File: src/rtl/kcc_ram.sv
`default_nettype none
module kcc_ram #(
  parameter int WIDTH = 8,
  parameter int DEPTH = 16
) (
  input  wire logic                     clk,
  input  wire logic                     we,
  input  wire logic [$clog2(DEPTH)-1:0] waddr,
  input  wire logic [WIDTH-1:0]         wdata,
  input  wire logic [$clog2(DEPTH)-1:0] raddr,
  output logic      [WIDTH-1:0]         rdata
);

  logic [WIDTH-1:0] mem [0:DEPTH-1];

  // read returns the old word on a same-address write
  always_ff @(posedge clk) begin
    if (we) begin
      mem[waddr] <= wdata;
    end
    rdata <= mem[raddr];
  end

endmodule
`default_nettype wire

File: config.mk
export PLATFORM = sky130hd
export DESIGN_NAME = kcc_ram
export DESIGN_NICKNAME = d
export VERILOG_FILES = /design/src/rtl/kcc_ram.sv
export SDC_FILE = /design/constraint.sdc
export NUM_CORES = 1
export LEC_CHECK = 0
export ABC_AREA = 1
export BUFFER_PORTS_ARGS = -buffer_cell sky130_fd_sc_hd__buf_2
export CAP_MARGIN = 20
export CORE_UTILIZATION = 29
export DETAILED_ROUTE_END_ITERATION = 12
export PLACE_DENSITY_LB_ADDON = 0.2
export SLEW_MARGIN = 5
export SYNTH_ARGS = -nofsm -noshare
export SYNTH_HDL_FRONTEND = slang
export SYNTH_SLANG_ARGS = --single-unit
File: constraint.sdc
create_clock -name clk -period 2.11 [get_ports clk]
set_input_delay 0.211 -clock clk [delete_from_list [all_inputs] [get_ports clk]]
set_output_delay 0.211 -clock clk [all_outputs]
set_load 0.01 [all_outputs]
# Word level (Yosys, flattened, before mapping)
# Memories as Yosys holds them, arrays and structs flattened. A register that Yosys moved wholly into a read port is not among the register bits.
# Cells that the tools add are included.
# classes
mux	2
# op_table
cell	count
$mux W1	2
# totals
reg_bits	0
ram_bits	128
in_bits	18
out_inout_bits	8
elab_cells	3
n_memories	1
# mem_list
memory	depth	width	read_ports	rd_clocked_by_memory_dff	write_ports	line_no	rtl
mem	16	8	1	1	1	14	logic [WIDTH-1:0] mem [0:DEPTH-1];

# Longest topological paths before layout
# logic_depth
word_depth	2
mapped_depth	8
ltp_nobuf	7

# Worst setup path before layout
# Ideal clock, no wire load.
# synth_path
path_type	input to register
startpoint	input waddr[2]
endpoint	memory mem[10][0], enable pin
setup_ns	0.370
t_arrival_ns	0.792
required_time_ns	1.740
setup_slack_ns	0.948
path_stages	2
path_buffers	0
cell_sequence	nand3b_1 > nor2_1
# synth_rtl
item	line_no	rtl
start: declaration	8	input wire logic [$clog2(DEPTH)-1:0] waddr,
end: declaration	14	
# No word-level cell before the write port.

# Worst setup path after layout
# layout_path
startpoint	register rdata[3] (read register of mem)
endpoint	output rdata[3]
# layout_rtl
item	line_no	rtl
start: declaration	11	output logic [WIDTH-1:0] rdata
# No word-level cell between the ends.

==> impl_metrics.json <==
{
  "synthTopCellsByCount": "173 x nand2_1, 128 x edfxtp_1, 100 x inv_1",
  "grt_setup_unrepaired": "no",
  "post-place-ws_ps": 557,
  "drc": 0,
  "critPathMaxFanout": 1,
  "final_area_um2": 6760,
  "dr_total_vias": 3763,
  "hp-start": "raddr[3]",
  "hold_buffers": 0,
  "initial_core_util": 0.296,
  "wirelength_um": 14400,
  "synth_edf_count": 128,
  "ys_ff_latch": 136,
  "area_growth_pct": 17.2,
  "clock_skew_ps": 6.04,
  "cts_num_sinks": 136,
  "ys_seq_area_frac": 0.694,
  "hold_viol": 0,
  "leakage_nw": 2.88,
  "status": "complete, no violations",
  "synth_top_area_frac": 0.667,
  "min_period_ps": 1170,
  "synth_cell_types": 12,
  "finalSetupViolCount": 0,
  "worst_path_dominant_cell_family": "flip-flops",
  "ios": 26,
  "syn_area_um2": 5770,
  "clock_latency_ps": 420,
  "insertedDiodeCount": 0,
  "regToRegSetupSlack_ps": 1080,
  "synthArstFlopShare": 0,
  "worstPathCellList": "buf_2",
  "clockBufferDepth": 2,
  "hold_class": "input port to register",
  "critPathBufInv": 1,
  "cp-end-kind": "output port",
  "setup_tns_ps": 0,
  "dieArea_um2": 20500,
  "clock.fmax_mhz": 853,
  "grt_pass1_vias": 3758,
  "ir_drop_mv": 0.587,
  "reg2reg_depth": 6,
  "antenna_found_initial": 0,
  "nets": 606,
  "rows": 51,
  "grt_usage": 0.153,
  "ys.flop_type": "edfxtp_1",
  "yosysTopAreaCell": "edfxtp_1",
  "drive_gt1_frac": 0.115,
  "holdWs_ps": 201,
  "path_clk_slew_ps": 60,
  "synth_area_leaders": "edfxtp_1 67%, nand2_1 11%, nand3_1 8.4%",
  "place.gp.congestion": 0.795,
  "synth.most_common_cell": "nand2_1",
  "grt_pass1_wl_um": 21900,
  "synth-warning-count": 0,
  "final_max_slew_viol_count": 0,
  "whs_path_depth": 3,
  "syn-num-nets": 569,
  "drtIter0Drc": 293,
  "coreArea_um2": 19500,
  "startpoint": "rdata[3]",
  "cts_tree": "built",
  "grt_max_degree": 43,
  "detail-route-antenna-nets": 0,
  "worstSetupPathType": "register to output port",
  "die_w_um": 143,
  "powerDensity_nw_per_um2": 921,
  "grt.overflow.total": 0,
  "regToRegEndpoint": "rdata[5]",
  "fin_util": 0.347,
  "die_h_um": 143,
  "root_buffer": "clkbuf_16",
  "cpMaxStageDelayCell": "dfxtp_1",
  "place_area_um2": 6200,
  "fin_ws_ps": 938,
  "post_cts_resized": 0,
  "critical_path.max_stage_delay_ps": 380,
  "first_pass_iters": 5,
  "slew_headroom": 0.500,
  "cp.arrival_ps": 960,
  "syn-instance-count": 551,
  "htree_levels": 4,
  "place_hpwl_um": 9170,
  "post-cts-setup-buffer-count": 0,
  "min_period_over_period": 0.556,
  "worstMarginPinSlew_ps": 747,
  "numCtsBuffers": 17,
  "required_ps": 1900,
  "detail_route.wl_per_cell_um": 16.7,
  "avgViaCountPerCell": 4.35,
  "drv_cap": 0,
  "syn_area_per_cell_um2": 10.5,
  "critPathLaunchType": "register",
  "r2r-start": "mem[1][5]",
  "portBuffers": 25,
  "hold-path-endpoint": "rdata[4]"
}
## state kept, by name (all words and copies together), names as in the netlist
name	cells
rdata	8
mem	128
## cells by family after synthesis
family	count (synthesis)	share of synthesized area
flip-flops	136	0.694
AND/OR/NAND/NOR	289	0.210
buffers and inverters	126	0.0952
## power by group
part	leakage, nW	internal, mW	total [mW]	switching [mW]
Clock	0.276	1.77	2.80	1.03
Sequential	1.22	3.02	3.04	0.0214
Combinational	1.38	0.107	0.378	0.270
Total	2.88	4.90	6.22	1.32
## routing by layer
metal  share of wire  vias up  track usage
met5               0        -            0
met4           0.020        0       0.0736
li1                -     1846            -
met3           0.027       23       0.0295
met1            0.47     1821        0.198
met2            0.48       73        0.246
## how the worst max path moves through the flow
stage | slack [ps] | cells past startpoint | to
final | 940 | 1 | rdata[3]
after global placement | 580 | 4 | mem[2][4]
after detailed placement | 560 | 4 | mem[2][3]
after global routing | 920 | 1 | rdata[3]
after CTS | 930 | 1 | rdata[3]
after floorplan | 950 | 2 | mem[10][0]
## metrics by stage
step	total power [mW]	std cells
floorplan	3.31	551
global placement	3.48	834
detailed placement	3.48	834
CTS	6.28	866
global route	6.43	866
finish	6.22	866
## area by class of cell
class	count	area [µm²]
Fill cell	1948	12700
Sequential cell	136	4000
Multi-Input combinational cell	289	1210
Clock buffer	29	520
Inverter	102	383
Tap cell	265	332
Timing Repair Buffer	42	265
Clock inverter	3	40.0
## layout by cell type (no fill, tap or decap), drive strengths merged, types with 2 or more instances in the layout
cell and n:
nand2 173, edfxtp 128, inv 102, nand3 97
buf 42, clkbuf 29, nor2 17, dfxtp 8
nand3b 2, clkinv 2
Power figures use the tool's default switching activity.
